==> config.mk <==
export PLATFORM = sky130hd
export DESIGN_NAME = sorted_insert_priority_queue_core_flat
export DESIGN_NICKNAME = d
export VERILOG_FILES = /design/src/rtl/sipq_pkg.sv /design/src/rtl/sipq_in_if.sv /design/src/rtl/sipq_out_if.sv /design/src/rtl/sorted_insert_priority_queue_core.sv /design/src/rtl/sipq_ram.sv /design/src/rtl/sipq_cmp.sv /design/src/flat_wrapper.sv
export SDC_FILE = /design/constraint.sdc
export NUM_CORES = 1
export LEC_CHECK = 0
export BUFFER_PORTS_ARGS = -buffer_cell sky130_fd_sc_hd__buf_2
export CORE_MARGIN = 2
export CORE_UTILIZATION = 60
export CTS_CLUSTER_SIZE = 8
export DETAILED_ROUTE_END_ITERATION = 8
export PLACE_DENSITY_LB_ADDON = 0.15
export SYNTH_ARGS = -nofsm -noshare
export SYNTH_HDL_FRONTEND = slang
export SYNTH_SLANG_ARGS = --single-unit
==> constraint.sdc <==
create_clock -name clk -period 8.59 [get_ports clk]
set_input_delay 1.2885 -clock clk [delete_from_list [all_inputs] [get_ports clk]]
set_output_delay 1.2885 -clock clk [all_outputs]
set_load 0.02 [all_outputs]
==> src/rtl/sipq_pkg.sv <==
`default_nettype none
// ----------------------------------------------------------------------------
// sipq_pkg: shared types and constants
// Entry layout, result record, compare result and sequencer states for the
// sorted-insert priority queue.
// ----------------------------------------------------------------------------
package sipq_pkg;

    localparam int SCORE_W = 8;
    localparam int TAG_W   = 16;
    localparam int KEY_W   = 2 * SCORE_W;
    localparam int ENTRY_W = KEY_W + TAG_W;

    localparam logic FUNC_INSERT = 1'b0;
    localparam logic FUNC_DUMP   = 1'b1;

    typedef struct packed {
        logic [SCORE_W-1:0] major;
        logic [SCORE_W-1:0] minor;
        logic [TAG_W-1:0]   tag;
    } entry_t;

    typedef struct packed {
        logic               accepted;
        logic               rejected_full;
        logic               first_rejection;
        logic               entry_valid;
        logic [SCORE_W-1:0] out_major;
        logic [SCORE_W-1:0] out_minor;
        logic [TAG_W-1:0]   out_tag;
        logic               last;
    } result_t;

    typedef struct packed {
        logic ge;
        logic gt;
    } cmp_res_t;

    typedef enum logic [2:0] {
        S_IDLE,
        S_HEAD_CMP,
        S_SCAN_CMP,
        S_PLACE,
        S_DUMP_LD,
        S_OUT
    } state_t;

    function automatic logic [KEY_W-1:0] key_of(input entry_t e);
        return {e.major, e.minor};
    endfunction

endpackage : sipq_pkg
`default_nettype wire

==> src/rtl/sipq_in_if.sv <==
`default_nettype none
// ----------------------------------------------------------------------------
// sipq_in_if: request channel
// Valid/ready channel carrying one queue request per transfer.
// ----------------------------------------------------------------------------
interface sipq_in_if;
    logic        valid;
    logic        ready;
    logic        func;
    logic [7:0]  major_key;
    logic [7:0]  minor_key;
    logic [15:0] tag;

    modport source (output valid, output func, output major_key, output minor_key,
                    output tag, input ready);
    modport sink   (input valid, input func, input major_key, input minor_key,
                    input tag, output ready);
endinterface : sipq_in_if
`default_nettype wire

==> src/rtl/sipq_out_if.sv <==
`default_nettype none
// ----------------------------------------------------------------------------
// sipq_out_if: result channel
// Valid/ready channel carrying one queue result per transfer.
// ----------------------------------------------------------------------------
interface sipq_out_if;
    logic        valid;
    logic        ready;
    logic        accepted;
    logic        rejected_full;
    logic        first_rejection;
    logic        entry_valid;
    logic [7:0]  out_major;
    logic [7:0]  out_minor;
    logic [15:0] out_tag;
    logic        last;

    modport source (output valid, output accepted, output rejected_full,
                    output first_rejection, output entry_valid, output out_major,
                    output out_minor, output out_tag, output last, input ready);
    modport sink   (input valid, input accepted, input rejected_full,
                    input first_rejection, input entry_valid, input out_major,
                    input out_minor, input out_tag, input last, output ready);
endinterface : sipq_out_if
`default_nettype wire

==> src/rtl/sorted_insert_priority_queue_core.sv <==
`default_nettype none
// ----------------------------------------------------------------------------
// sorted_insert_priority_queue_core: bounded sorted priority queue
// Entries kept in descending (major, minor) order in a small RAM; inserts
// shift the tail one slot per step under a sequencer with one comparator.
//
//   channel | dir | transfer carries
//   in_ch   | in  | func, major_key, minor_key, tag
//   out_ch  | out | accepted, rejected_full, first_rejection, entry_valid,
//           |     | out_major, out_minor, out_tag, last
//
// Insert: a head compare, one scan step per entry moved, one more scan step
// when it does not land at the head, then the place step; then the result
// sits in the output register. Reject or empty dump: straight to the output
// register. Dump: a load step per entry, then its output transfer; the RAM's
// registered read port sets the pace. in_ch.ready is high only when idle.
// Reset empties the queue and clears the sticky full flag; no clearing pass.
// ----------------------------------------------------------------------------
module sorted_insert_priority_queue_core
    import sipq_pkg::*;
#(
    parameter int CAPACITY = 8
) (
    input  logic      clk,
    input  logic      rst_n,
    sipq_in_if.sink   in_ch,
    sipq_out_if.source out_ch
);

    localparam int IDX_W = $clog2(CAPACITY);
    localparam int CNT_W = $clog2(CAPACITY + 1);

    state_t           state_reg,   state_next;
    logic [CNT_W-1:0] count_reg,   count_next;
    logic [CNT_W-1:0] pos_reg,     pos_next;
    logic             full_reg,    full_next;
    logic             head_ge_reg, head_ge_next;
    entry_t           entry_reg,   entry_next;
    result_t          res_reg,     res_next;

    logic             ram_we;
    logic [IDX_W-1:0] ram_waddr;
    entry_t           ram_wdata;
    logic [IDX_W-1:0] ram_raddr;
    entry_t           ram_rdata;
    cmp_res_t         cmp;

    logic [CNT_W-1:0] pos_m1;
    logic [CNT_W-1:0] pos_m2;
    logic [CNT_W-1:0] pos_p1;
    logic             in_xfer;
    logic             out_xfer;
    logic             move;

    assign pos_m1   = pos_reg - CNT_W'(1);
    assign pos_m2   = pos_reg - CNT_W'(2);
    assign pos_p1   = pos_reg + CNT_W'(1);
    assign in_xfer  = in_ch.valid && in_ch.ready;
    assign out_xfer = out_ch.valid && out_ch.ready;

    sipq_ram #(
        .WIDTH (ENTRY_W),
        .DEPTH (CAPACITY)
    ) u_ram (
        .clk   (clk),
        .we    (ram_we),
        .waddr (ram_waddr),
        .wdata (ram_wdata),
        .raddr (ram_raddr),
        .rdata (ram_rdata)
    );

    sipq_cmp u_cmp (
        .new_key (key_of(entry_reg)),
        .old_key (key_of(ram_rdata)),
        .res     (cmp)
    );

    always_ff @(posedge clk or negedge rst_n)
    begin
        if (!rst_n)
        begin
            state_reg <= S_IDLE;
            count_reg <= '0;
            full_reg  <= 1'b0;
        end
        else
        begin
            state_reg <= state_next;
            count_reg <= count_next;
            full_reg  <= full_next;
        end
    end

    always_ff @(posedge clk)
    begin
        pos_reg     <= pos_next;
        head_ge_reg <= head_ge_next;
        entry_reg   <= entry_next;
        res_reg     <= res_next;
    end

    // move: entry at pos-1 steps back one slot
    assign move = head_ge_reg || ((pos_reg != CNT_W'(1)) && cmp.gt);

    always_comb
    begin
        state_next   = state_reg;
        count_next   = count_reg;
        pos_next     = pos_reg;
        full_next    = full_reg;
        head_ge_next = head_ge_reg;
        entry_next   = entry_reg;
        res_next     = res_reg;
        ram_we       = 1'b0;
        ram_waddr    = pos_reg[IDX_W-1:0];
        ram_wdata    = ram_rdata;
        ram_raddr    = '0;

        unique case (state_reg)
            S_IDLE:
            begin
                if (in_xfer)
                begin
                    entry_next.major = in_ch.major_key;
                    entry_next.minor = in_ch.minor_key;
                    entry_next.tag   = in_ch.tag;
                    res_next         = '0;
                    res_next.last    = 1'b1;
                    pos_next         = count_reg;
                    if (in_ch.func == FUNC_INSERT)
                    begin
                        if (count_reg == CNT_W'(CAPACITY))
                        begin
                            res_next.rejected_full   = 1'b1;
                            res_next.first_rejection = !full_reg;
                            full_next                = 1'b1;
                            state_next               = S_OUT;
                        end
                        else
                        begin
                            state_next = S_HEAD_CMP;
                        end
                    end
                    else
                    begin
                        pos_next = '0;
                        if (count_reg == '0)
                        begin
                            state_next = S_OUT;
                        end
                        else
                        begin
                            state_next = S_DUMP_LD;
                        end
                    end
                end
            end

            S_HEAD_CMP:
            begin
                head_ge_next = (count_reg == '0) || cmp.ge;
                ram_raddr    = pos_m1[IDX_W-1:0];
                if (pos_reg == '0)
                begin
                    state_next = S_PLACE;
                end
                else
                begin
                    state_next = S_SCAN_CMP;
                end
            end

            S_SCAN_CMP:
            begin
                ram_raddr = pos_m2[IDX_W-1:0];
                if (move)
                begin
                    ram_we   = 1'b1;
                    pos_next = pos_m1;
                    if (pos_m1 == '0)
                    begin
                        state_next = S_PLACE;
                    end
                end
                else
                begin
                    state_next = S_PLACE;
                end
            end

            S_PLACE:
            begin
                ram_we            = 1'b1;
                ram_wdata         = entry_reg;
                count_next        = count_reg + CNT_W'(1);
                res_next.accepted = 1'b1;
                state_next        = S_OUT;
            end

            S_DUMP_LD:
            begin
                res_next             = '0;
                res_next.entry_valid = 1'b1;
                res_next.out_major   = ram_rdata.major;
                res_next.out_minor   = ram_rdata.minor;
                res_next.out_tag     = ram_rdata.tag;
                res_next.last        = (pos_p1 == count_reg);
                pos_next             = pos_p1;
                state_next           = S_OUT;
            end

            S_OUT:
            begin
                ram_raddr = pos_reg[IDX_W-1:0];
                if (out_xfer)
                begin
                    if (res_reg.last)
                    begin
                        state_next = S_IDLE;
                    end
                    else
                    begin
                        state_next = S_DUMP_LD;
                    end
                end
            end

            default:
            begin
                state_next = S_IDLE;
            end
        endcase
    end

    assign in_ch.ready            = (state_reg == S_IDLE);
    assign out_ch.valid           = (state_reg == S_OUT);
    assign out_ch.accepted        = res_reg.accepted;
    assign out_ch.rejected_full   = res_reg.rejected_full;
    assign out_ch.first_rejection = res_reg.first_rejection;
    assign out_ch.entry_valid     = res_reg.entry_valid;
    assign out_ch.out_major       = res_reg.out_major;
    assign out_ch.out_minor       = res_reg.out_minor;
    assign out_ch.out_tag         = res_reg.out_tag;
    assign out_ch.last            = res_reg.last;

endmodule : sorted_insert_priority_queue_core
`default_nettype wire

==> src/rtl/sipq_ram.sv <==
`default_nettype none
// ----------------------------------------------------------------------------
// sipq_ram: generic single-write, single-read RAM
// One write port, one read port with registered read data.
// ----------------------------------------------------------------------------
module sipq_ram #(
    parameter int WIDTH = 32,
    parameter int DEPTH = 8
) (
    input  logic                     clk,
    input  logic                     we,
    input  logic [$clog2(DEPTH)-1:0] waddr,
    input  logic [WIDTH-1:0]         wdata,
    input  logic [$clog2(DEPTH)-1:0] raddr,
    output logic [WIDTH-1:0]         rdata
);

    logic [WIDTH-1:0] mem [DEPTH];
    logic [WIDTH-1:0] rdata_reg;

    always_ff @(posedge clk)
    begin
        if (we)
        begin
            mem[waddr] <= wdata;
        end
        rdata_reg <= mem[raddr];
    end

    assign rdata = rdata_reg;

endmodule : sipq_ram
`default_nettype wire

==> src/rtl/sipq_cmp.sv <==
`default_nettype none
// ----------------------------------------------------------------------------
// sipq_cmp: shared key comparator
// Compares the pending entry's key against a stored key.
// ----------------------------------------------------------------------------
module sipq_cmp
    import sipq_pkg::*;
(
    input  logic [KEY_W-1:0] new_key,
    input  logic [KEY_W-1:0] old_key,
    output cmp_res_t         res
);

    always_comb
    begin
        res.ge = (new_key >= old_key);
        res.gt = (new_key >  old_key);
    end

endmodule : sipq_cmp
`default_nettype wire

==> src/flat_wrapper.sv <==
// flat-port wrapper written by rule: the top's interface ports become plain ports
module sorted_insert_priority_queue_core_flat import sipq_pkg::*;
#(
    parameter int CAPACITY = 8
)
  (clk, rst_n, in_ch_valid, in_ch_func, in_ch_major_key, in_ch_minor_key, in_ch_tag, in_ch_ready, out_ch_valid, out_ch_accepted, out_ch_rejected_full, out_ch_first_rejection, out_ch_entry_valid, out_ch_out_major, out_ch_out_minor, out_ch_out_tag, out_ch_last, out_ch_ready);
  sipq_in_if in_ch_i ();
  sipq_out_if out_ch_i ();
  input  logic clk;
  input  logic rst_n;
  input wire logic [$bits(in_ch_i.valid)-1:0] in_ch_valid;
  input wire logic [$bits(in_ch_i.func)-1:0] in_ch_func;
  input wire logic [$bits(in_ch_i.major_key)-1:0] in_ch_major_key;
  input wire logic [$bits(in_ch_i.minor_key)-1:0] in_ch_minor_key;
  input wire logic [$bits(in_ch_i.tag)-1:0] in_ch_tag;
  output wire logic [$bits(in_ch_i.ready)-1:0] in_ch_ready;
  output wire logic [$bits(out_ch_i.valid)-1:0] out_ch_valid;
  output wire logic [$bits(out_ch_i.accepted)-1:0] out_ch_accepted;
  output wire logic [$bits(out_ch_i.rejected_full)-1:0] out_ch_rejected_full;
  output wire logic [$bits(out_ch_i.first_rejection)-1:0] out_ch_first_rejection;
  output wire logic [$bits(out_ch_i.entry_valid)-1:0] out_ch_entry_valid;
  output wire logic [$bits(out_ch_i.out_major)-1:0] out_ch_out_major;
  output wire logic [$bits(out_ch_i.out_minor)-1:0] out_ch_out_minor;
  output wire logic [$bits(out_ch_i.out_tag)-1:0] out_ch_out_tag;
  output wire logic [$bits(out_ch_i.last)-1:0] out_ch_last;
  input wire logic [$bits(out_ch_i.ready)-1:0] out_ch_ready;
  assign in_ch_i.valid = in_ch_valid;
  assign in_ch_i.func = in_ch_func;
  assign in_ch_i.major_key = in_ch_major_key;
  assign in_ch_i.minor_key = in_ch_minor_key;
  assign in_ch_i.tag = in_ch_tag;
  assign in_ch_ready = in_ch_i.ready;
  assign out_ch_valid = out_ch_i.valid;
  assign out_ch_accepted = out_ch_i.accepted;
  assign out_ch_rejected_full = out_ch_i.rejected_full;
  assign out_ch_first_rejection = out_ch_i.first_rejection;
  assign out_ch_entry_valid = out_ch_i.entry_valid;
  assign out_ch_out_major = out_ch_i.out_major;
  assign out_ch_out_minor = out_ch_i.out_minor;
  assign out_ch_out_tag = out_ch_i.out_tag;
  assign out_ch_last = out_ch_i.last;
  assign out_ch_i.ready = out_ch_ready;
  sorted_insert_priority_queue_core #(.CAPACITY(CAPACITY)) u_core (.clk(clk), .rst_n(rst_n), .in_ch(in_ch_i), .out_ch(out_ch_i));
endmodule
## Word level (Yosys, flattened, before mapping)

Memories as Yosys holds them, arrays and structs flattened. A register that Yosys moved wholly into a read port is not among the register bits.
Index checks and enable logic that the tools add are counted.

| cells by class | value |
|---|---|
| $add $sub $neg | 4 |
| order comparisons | 2 |
| eq/ne operators | 12 |
| mux-type cells | 25 |
| bitwise operators | 1 |
| reductions and logical operators | 20 |

Operator list:

| cell | count |
|---|---|
| $pmux W36 S2 | 1 |
| $mux W37 | 1 |
| $mux W32 | 1 |
| $mux W3 | 7 |
| $ge A16 B16 Y1 | 1 |
| $gt A16 B16 Y1 | 1 |
| $pmux W3 S5 | 1 |
| $logic_not A4 Y1 | 3 |
| $mux W4 | 3 |
| $pmux W4 S3 | 1 |
| $pmux W3 S3 | 1 |
| $add A4 B1 Y4 const B | 2 |
| $eq A3 B2 Y1 const B | 2 |
| $eq A3 B3 Y1 const B | 2 |
| $reduce_and A2 Y1 | 3 |
| $reduce_and A3 Y1 | 2 |
| $reduce_bool A3 Y1 | 2 |
| $mux W1 | 5 |
| $eq A4 B4 Y1 | 1 |
| $eq A4 B4 Y1 const B | 1 |
| $mux W2 | 2 |
| $ne A2 B2 Y1 const B | 2 |
| $ne A4 B1 Y1 const B | 1 |
| $reduce_and A4 Y1 | 1 |
| other kinds (14) | 17 |

| word-level totals | value |
|---|---|
| bits in registers | 82 |
| bits in writable memories | 256 |
| output and inout port bits | 39 |
| logic and storage cells | 81 |
| memories kept | 1 |

Memories:

| name | words | bits a word | rd ports | clocked after Yosys merged registers in | write ports | RTL line | text |
|---|---|---|---|---|---|---|---|
| u_core.u_ram.mem | 8 | 32 | 1 | 1 | 1 | sipq_ram.sv:18 | `logic [WIDTH-1:0] mem [DEPTH];` |

## Depth between registers and ports, before layout

Gate-level depths: netlist of run 1.

| logic depth | value |
|---|---|
| depth in word-level cells | 7 |
| mapped depth | 9 |
| depth with buffers taken out | 7 |

## Cells and area by module

A second synthesis of run 1 with hierarchy kept.

| unflattened totals | value |
|---|---|
| cells, all modules | 797 |
| area total of the unflattened synthesis | 14,641.5 um^2 |

Modules (own cells, without submodules):

| module | times used | cells each | area an instance (um^2) | sequential area each (um^2) |
|---|---|---|---|---|
| sipq_ram | 1 | 415 | 10,466.3 | 8,328.0 |
| sorted_insert_priority_queue_core | 1 | 323 | 3,743.6 | 2,422.3 |
| sipq_cmp | 1 | 59 | 431.7 | 0.0 |

## Worst setup path before layout of run 1

OpenSTA, ideal clock, no wires.

| timing path | value |
|---|---|
| kind | register -> register |
| start | reg u_core.entry_reg[26] (netlist bit) |
| end | mem u_core.u_ram.mem[1][0] (enable) |
| data arrival time | 4,048 ps |
| required time | 8,120 ps |
| slack | 4,072 ps |
| stages on the path, launching flop included | 7 |
| buffers on the path | 0 |
| clock period less this slack | 4,518 ps |
| cells stage by stage | edfxtp_1 -> ha_1 -> nand3_1 -> or3_1 -> a211oi_1 -> o31ai_2 -> a211oi_1 |

| between the ends | value |
|---|---|
| word-level cells in the longest chain between the ends | 7 |

Ends and longest elaborated chain:

| item | RTL line | text |
|---|---|---|
| start, declared | sorted_insert_priority_queue_core.sv:38 | `entry_t entry_reg, entry_next;` |
| start signal, assigned | sorted_insert_priority_queue_core.sv:99 | `entry_reg <= entry_next;` |
| $gt A16 B16 Y1 | sipq_cmp.sv:17 | `res.gt = (new_key > old_key);` |
| $logic_and A1 B1 Y1 | sorted_insert_priority_queue_core.sv:104 | `assign move = head_ge_reg \|\| ((pos_reg != CNT_W'(1)) && cmp.gt);` |
| $logic_or A1 B1 Y1 | sorted_insert_priority_queue_core.sv:104 |  |
| $mux W1 | sorted_insert_priority_queue_core.sv:177 | `if (move)` |
| $pmux W1 S2 | sorted_insert_priority_queue_core.sv:120 | `unique case (state_reg)` |
| $mux W1 | sipq_ram.sv:23 | `if (we)` |
| $mux W1 (implied by the code) | sipq_ram.sv:25 | `mem[waddr] <= wdata;` |
| end, declared | sipq_ram.sv:18 |  |

No other way between the ends.

==> out/metrics.cfg, run 1 <==
[placed_design]
dp_hpwl_mm = 17.4
io_buffers = 75
place_area_sq_mm = 0.0158
globalplace.congestion = 0.899
dp_cells = 1308

[cts]
insertion_delay_ps = 560
post_cts_resized = 0
cts_tree = done
cts_num_sinks = 370
cts_buffer_depth = 3
hold_buffers = 0
cts_setup_buffers = 0
cts_buffers = 52
h-tree-depth = 2
clk_pin_slew_ps = 50
cts_root_buf = clkbuf_16

[worst_setup_path]
cp_cell_sequence = buf_4 > nor2b_1 > nand2_1 > clkinv_1 > buf_4 > o21ai_0
reg2reg_depth = 6
cp-start-kind = flip-flop
critPathMaxStageDelay_ps = 800
cp.required_ps = 8820
path_class = reg2reg
cp_slowest_cell = nand2_1
r2r_start = u_core.state_reg[2]
worstReg2RegEnd = u_core.u_ram.mem[1][29]
arrival_ps = 4130
worstPathMaxFanout = 36
timing.critical_path.mode_cell = buf_4
cp-end-kind = flip-flop
rrSetupSlack_ps = 4680

[synth]
synth-xor-area-share = 0.00637
ys_types = 52
synth_edf_count = 330
synth_compound_area_frac = 0.0299
synth.area.top_cells = edfxtp_1, mux2i_1, dfxtp_1
synthAdderAreaFrac = 0.0232
synth-simple-area-share = 0.0453
synth_area_sq_mm = 0.0151
ys_seq_area_frac = 0.711
yosysWarnings = 0
yosys_register_bits = 370
async_reset_ff_frac = 0.0216
synth_most_common_cell = edfxtp_1
syn_nets = 988
synth_top_area_cell = edfxtp_1
yosysTopAreaCellShare = 0.655
synth_area_per_cell_sq_um = 16.4
netlist_top_cells_count = edfxtp_1, mux2i_1, nand2_1
syn_inst = 923
synthFlopType = edfxtp_1
synthMuxAreaShare = 0.152
synth_top_family_by_area = multiplexers

[sta]
setup_viol = 0
period_minus_slack_ps = 3910
fmax_mhz = 256
fin_skew_ps = 22.3
fin_crit_sh = 0.455
relSlewSlack = 0.199
drv_slew = 0
tightestPinTransition_ps = 1200
hold_viol_final = 0
rsz0062_at_grt = no
setup_tns_ps = 0

[power_and_ir_drop]
peakVddDrop_mv = 0.460
p_leak_nw = 6.49
report.power.total_mw = 7.27
p_per_area_mw_per_mm2 = 419

[floorplan]
die_y_um = 163
die_area_sq_mm = 0.0265
io-pin-count = 76
start_util = 0.606
dieWidth_um = 163
row_count = 58
coreArea_sq_mm = 0.0250

[layout]
antenna_cells = 0
design_area_sq_mm = 0.0174
finalNonFillerCells = 1405
drive_gt1_frac = 0.183
nets = 1097
fillers = 1671
syn2layout_area_growth_pct = 14.8
largest_register_ffs = 256

[drt]
vias = 8057
drtIter0Drc = 608
wire_per_inst_um = 22.2
drc = 0
postRouteAntennaNets = 0
drtPass1Iterations = 5
vias_per_cell = 5.73
routed_wl_mm = 31.2

[global_routing]
grt_pass1_wl_mm = 47.4
grt_max_degree = 129
grt_overflow = 0
grtUsageTotal = 0.242
grt.busiest_layer = met2
grt_pass1_vias = 8205
use_met3 = 0.0525
antenna_found_initial = 0
use_met2 = 0.399
grt_use_met1 = 0.327

[status]
status = completed

[run]
cap_violations = 0

[hold_path]
min_path_type = reg2reg
min_path_cells = 1
worstHoldStart = u_core.full_reg
whs_endpoint = u_core.full_reg

-- worst max-delay path, delay by kind of cell, from the launching register on --
kind,cells,cell delay [ps]
and+or+nand+nor,2,960
buffers and inverters,3,1530
DFF,1,320
AOI/OAI and AO/OA,1,740
-- metrics by stage --
step / setup slack (ps) / hold WS [ps] / utilization
detailed placement: 4960 / 457 / 0.634
floorplan: 4070 / 428 / -
global route: 4420 / 494 / 0.696
global placement: 4990 / 439 / 0.634
finish: 4680 / 462 / 0.696
CTS: 4780 / 467 / 0.696
-- routing by layer --
layer	share of wire	vias to the layer above
li1	-	3709
met1	0.42	4050
met2	0.50	246
met3	0.060	52
met4	0.019	0
met5	0	-
-- cells by family after synthesis --
logic type,after synthesis
compound gates,66
xor+xnor,11
fa+ha+maj,28
buf+inv,73
flops,370
mux,225
simple gates,150
-- final cells by class --
cell class	count	area, sq um	area share
Clock buffer	95	1510	0.0867
Timing Repair Buffer	95	538	0.0310
Clock inverter	2	25.0	0.00144
Multi-Input combinational cell	480	4010	0.231
Inverter	33	124	0.00713
Tap cell	330	413	0.0238
Sequential cell	370	10800	0.619
-- cell usage in the layout (no fill, tap or decap), types with 21 or more instances in the layout --
master | netlist | layout
buf_2 | 9 | 75
clkbuf_1 | 13 | 41
clkbuf_16 | 0 | 54
dfxtp_1 | 32 | 32
edfxtp_1 | 330 | 330
ha_1 | 28 | 28
inv_1 | 32 | 32
mux2_2 | 32 | 32
mux2i_1 | 193 | 193
nand2_1 | 76 | 75
nor2_1 | 27 | 27
o21ai_0 | 21 | 21
-- where the power goes --
| group | internal, mW | switching [mW] | leakage, nW | total, mW |
|---|---|---|---|---|
| clock | 1.17 | 0.711 | 0.725 | 1.88 |
| combinational | 1.00 | 1.61 | 2.38 | 2.61 |
| sequential | 2.63 | 0.144 | 3.38 | 2.78 |
| total | 4.80 | 2.47 | 6.49 | 7.27 |
-- how the worst max path moves through the flow --
stage | endpoint | startpoint | slack, ps
floorplan | u_core.u_ram.mem[1][0] | u_core.entry_reg[26] | 4070
global placement | u_core.u_ram.mem[6][27] | u_core.state_reg[2] | 4990
detailed placement | u_core.u_ram.mem[4][27] | u_core.state_reg[2] | 4960
CTS | u_core.u_ram.mem[1][29] | u_core.state_reg[2] | 4780
global route | u_core.u_ram.mem[1][29] | u_core.state_reg[2] | 4420
finish | u_core.u_ram.mem[1][29] | u_core.state_reg[2] | 4680
No activity file was read; power rests on OpenSTA's default activity.
==> inputs of run 2 (changes only) <==
- ABC_AREA: not set -> 1
- CORE_UTILIZATION: 60 -> 55
- clock period: 8.59 -> 3.2 ns (I/O delays scaled with it)
==> run 2 against run 1 <==
Net effect: clock power increased to 2.7 times the previous value; first-iteration DRC count up 38%; flip-flop and latch count unchanged; combinational power grew to 2.8 times the previous value; clock skew decreased by 4.3 ps; synthesized cell count rose by 40%; global-route usage fell by 2.5 points; final area up 2.0%; non-clock buffer count grew 10; die area increased by 9.8%; routed wire length down 1.9%; largest power group unchanged.
==> out/metrics.cfg, run 2 <==
[worst_setup_path]
cp.required_ps = 3400  ; -5420 ps
cp-start-kind = flip-flop
worstPathMaxFanout = 23  ; -36%
arrival_ps = 3050  ; -1080 ps
r2r_start = u_core.entry_reg[31]
path_class = reg2reg
crit_start = u_core.entry_reg[31]
cp-end-kind = flip-flop

[synth]
synth.area.top_cells = edfxtp_1, o21ai_0, nand2_1
yosysWarnings = 0  ; unchanged
yosysTopAreaCellShare = 0.650  ; -0.00548
synth_top_area_cell = edfxtp_1
syn_inst = 1294  ; +40%
ys_seq_area_frac = 0.705  ; -0.00595
netlist_top_cells_count = edfxtp_1, nand2_1, inv_1
ys_types = 38  ; -27%
yosys_register_bits = 370  ; unchanged
synth_edf_count = 330  ; unchanged
syn_nets = 1359  ; +38%
synthFlopType = edfxtp_1
synth_area_per_cell_sq_um = 11.8  ; -28%
synth_most_common_cell = edfxtp_1
async_reset_ff_frac = 0.0216  ; unchanged
synth_area_sq_mm = 0.0153  ; +0.84%

[sta]
rsz0062_at_grt = no
setup_slack_ps = 351  ; -4330 ps
fmax_mhz = 351  ; +37%
hold_viol_final = 0  ; unchanged
setup_viol = 0  ; unchanged
period_minus_slack_ps = 2850  ; -1060 ps
fin_skew_ps = 18.0  ; -4.31 ps
relSlewSlack = 0.288  ; +0.0886
tightestPinTransition_ps = 1060  ; -140 ps
drv_slew = 0  ; unchanged
fin_crit_sh = 0.890  ; +0.435

[cts]
insertion_delay_ps = 560  ; about the same
cts_num_sinks = 370  ; unchanged
clk_pin_slew_ps = 50  ; about the same
post_cts_resized = 0  ; unchanged
cts_root_buf = clkbuf_16
cts_tree = done
cts_buffers = 52  ; unchanged
h-tree-depth = 2  ; unchanged
cts_buffer_depth = 3  ; unchanged

[power_and_ir_drop]
p_per_area_mw_per_mm2 = 1110  ; +170%
peakVddDrop_mv = 1.02  ; +120%
p_leak_nw = 7.05  ; +8.7%
report.power.total_mw = 19.7  ; +170%

[placed_design]
dp_slack_ps = 366  ; -4600 ps
globalplace.congestion = 0.788  ; -12%
io_buffers = 75  ; unchanged
dp_hpwl_mm = 18.4  ; +5.5%
place_area_sq_mm = 0.0162  ; +2.2%

[drt]
vias = 9392  ; +17%
drc = 0  ; unchanged
postRouteAntennaNets = 0  ; unchanged
vias_per_cell = 5.19  ; -9.5%
routed_wl_mm = 30.6  ; -1.9%
wire_per_inst_um = 16.9  ; -24%
drtIter0Drc = 842  ; +38%
drtPass1Iterations = 4  ; -1

[global_routing]
grt.busiest_layer = met2
grt_max_degree = 193  ; +50%
grt_pass1_vias = 9530  ; +16%
grt_use_met1 = 0.296  ; -0.0312
use_met3 = 0.0342  ; -0.0182
antenna_found_initial = 0  ; unchanged
grtUsageTotal = 0.217  ; -0.0251
grt_pass1_wl_mm = 48.9  ; +3.1%
use_met2 = 0.366  ; -0.0333
grt_overflow = 0  ; unchanged

[floorplan]
die_area_sq_mm = 0.0291  ; +9.8%
io-pin-count = 76  ; unchanged
die_y_um = 171  ; +4.8%
start_util = 0.563  ; -0.0431
coreArea_sq_mm = 0.0271  ; +8.6%
dieWidth_um = 171  ; +4.8%
row_count = 60  ; +3.4%

[hold_path]
min_path_type = in2reg
worstHoldStart = in_ch_major_key[2]

[layout]
largest_register_ffs = 256  ; unchanged
nets = 1460  ; +33%
drive_gt1_frac = 0.137  ; -0.0463
design_area_sq_mm = 0.0177  ; +2.0%
syn2layout_area_growth_pct = 16.1
antenna_cells = 0  ; unchanged
mostFrequentLayoutCells = edfxtp_1, nand2_1, inv_1
final_common_cell = edfxtp_1
utilization = 0.654  ; -0.0419

[status]
status = completed

[run]
cap_violations = 0  ; unchanged

[run 2: stage by stage]
stage	hold slack [ps]	cells	TNS, ps
after floorplan	184	1294	-51440
after global placement	339	1712	0
after detailed placement	343	1712	0
after CTS	80.2	1810	0
after global routing	79.8	1810	0
final	97.3	1810	0
[run 2: timing repair]
item | 4_1_cts | 5_1_grt
hold buffers | 1 | 0
setup buffers | 0 | 0
hold endpoints to repair | 8 | 0
[run 2: final timing paths]
check                                          end  slack (ps)  cells after the start
max                        u_core.u_ram.mem[1][16]         350                     13
min                           u_core.entry_reg[26]         100                      1
max reg2reg                u_core.u_ram.mem[1][16]         350                     13
min reg2reg                        u_core.full_reg         480                      1
max in group asynchronous      u_core.state_reg[0]        2700                      2
min in group asynchronous      u_core.state_reg[2]         310                      2
[run 2: where the power goes]
group	leakage (nW)	switching (mW)	total, mW	internal, mW
clock	0.721	1.94	5.05	3.10
combinational	2.94	5.15	7.24	2.08
sequential	3.39	0.286	7.38	7.10
[run 2: cell type report]
type / instances / area (sq um)
flip-flops and latches: 370 / 10800
fillers: 2020 / 9390
well taps: 372 / 465
inverters: 195 / 732
multi-input cells: 671 / 3530
clock buffers: 94 / 1480
clock inverters: 3 / 47.5
repair buffers: 105 / 703
[run 2: kinds of logic after synthesis]
logic type               share of synthesized area
XOR/XNOR                                   0.00517
flip-flops                                   0.705
adder cells (fa/ha/maj)                     0.0230
AO/OA/AOI/OAI                                0.106
AND/OR/NAND/NOR                             0.0890
buffers and inverters                       0.0717
[run 2: critical path, stage by stage, from the launching register on]
cell	delay (ps)
edfxtp_1	390
ha_1	310
nand2_1	80
nor2_1	170
nand4_1	150
inv_1	80
nand2_1	50
nand2_1	120
nand2_1	60
nand2_1	100
nand2_1	200
buf_4	260
a21oi_4	140
buf_4	370
[run 2: metal layers]
metal | vias to the layer above | share of wire
met5 | - | 0
met4 | 0 | 0.016
met3 | 46 | 0.042
met2 | 218 | 0.49
met1 | 4523 | 0.45
li1 | 4605 | -
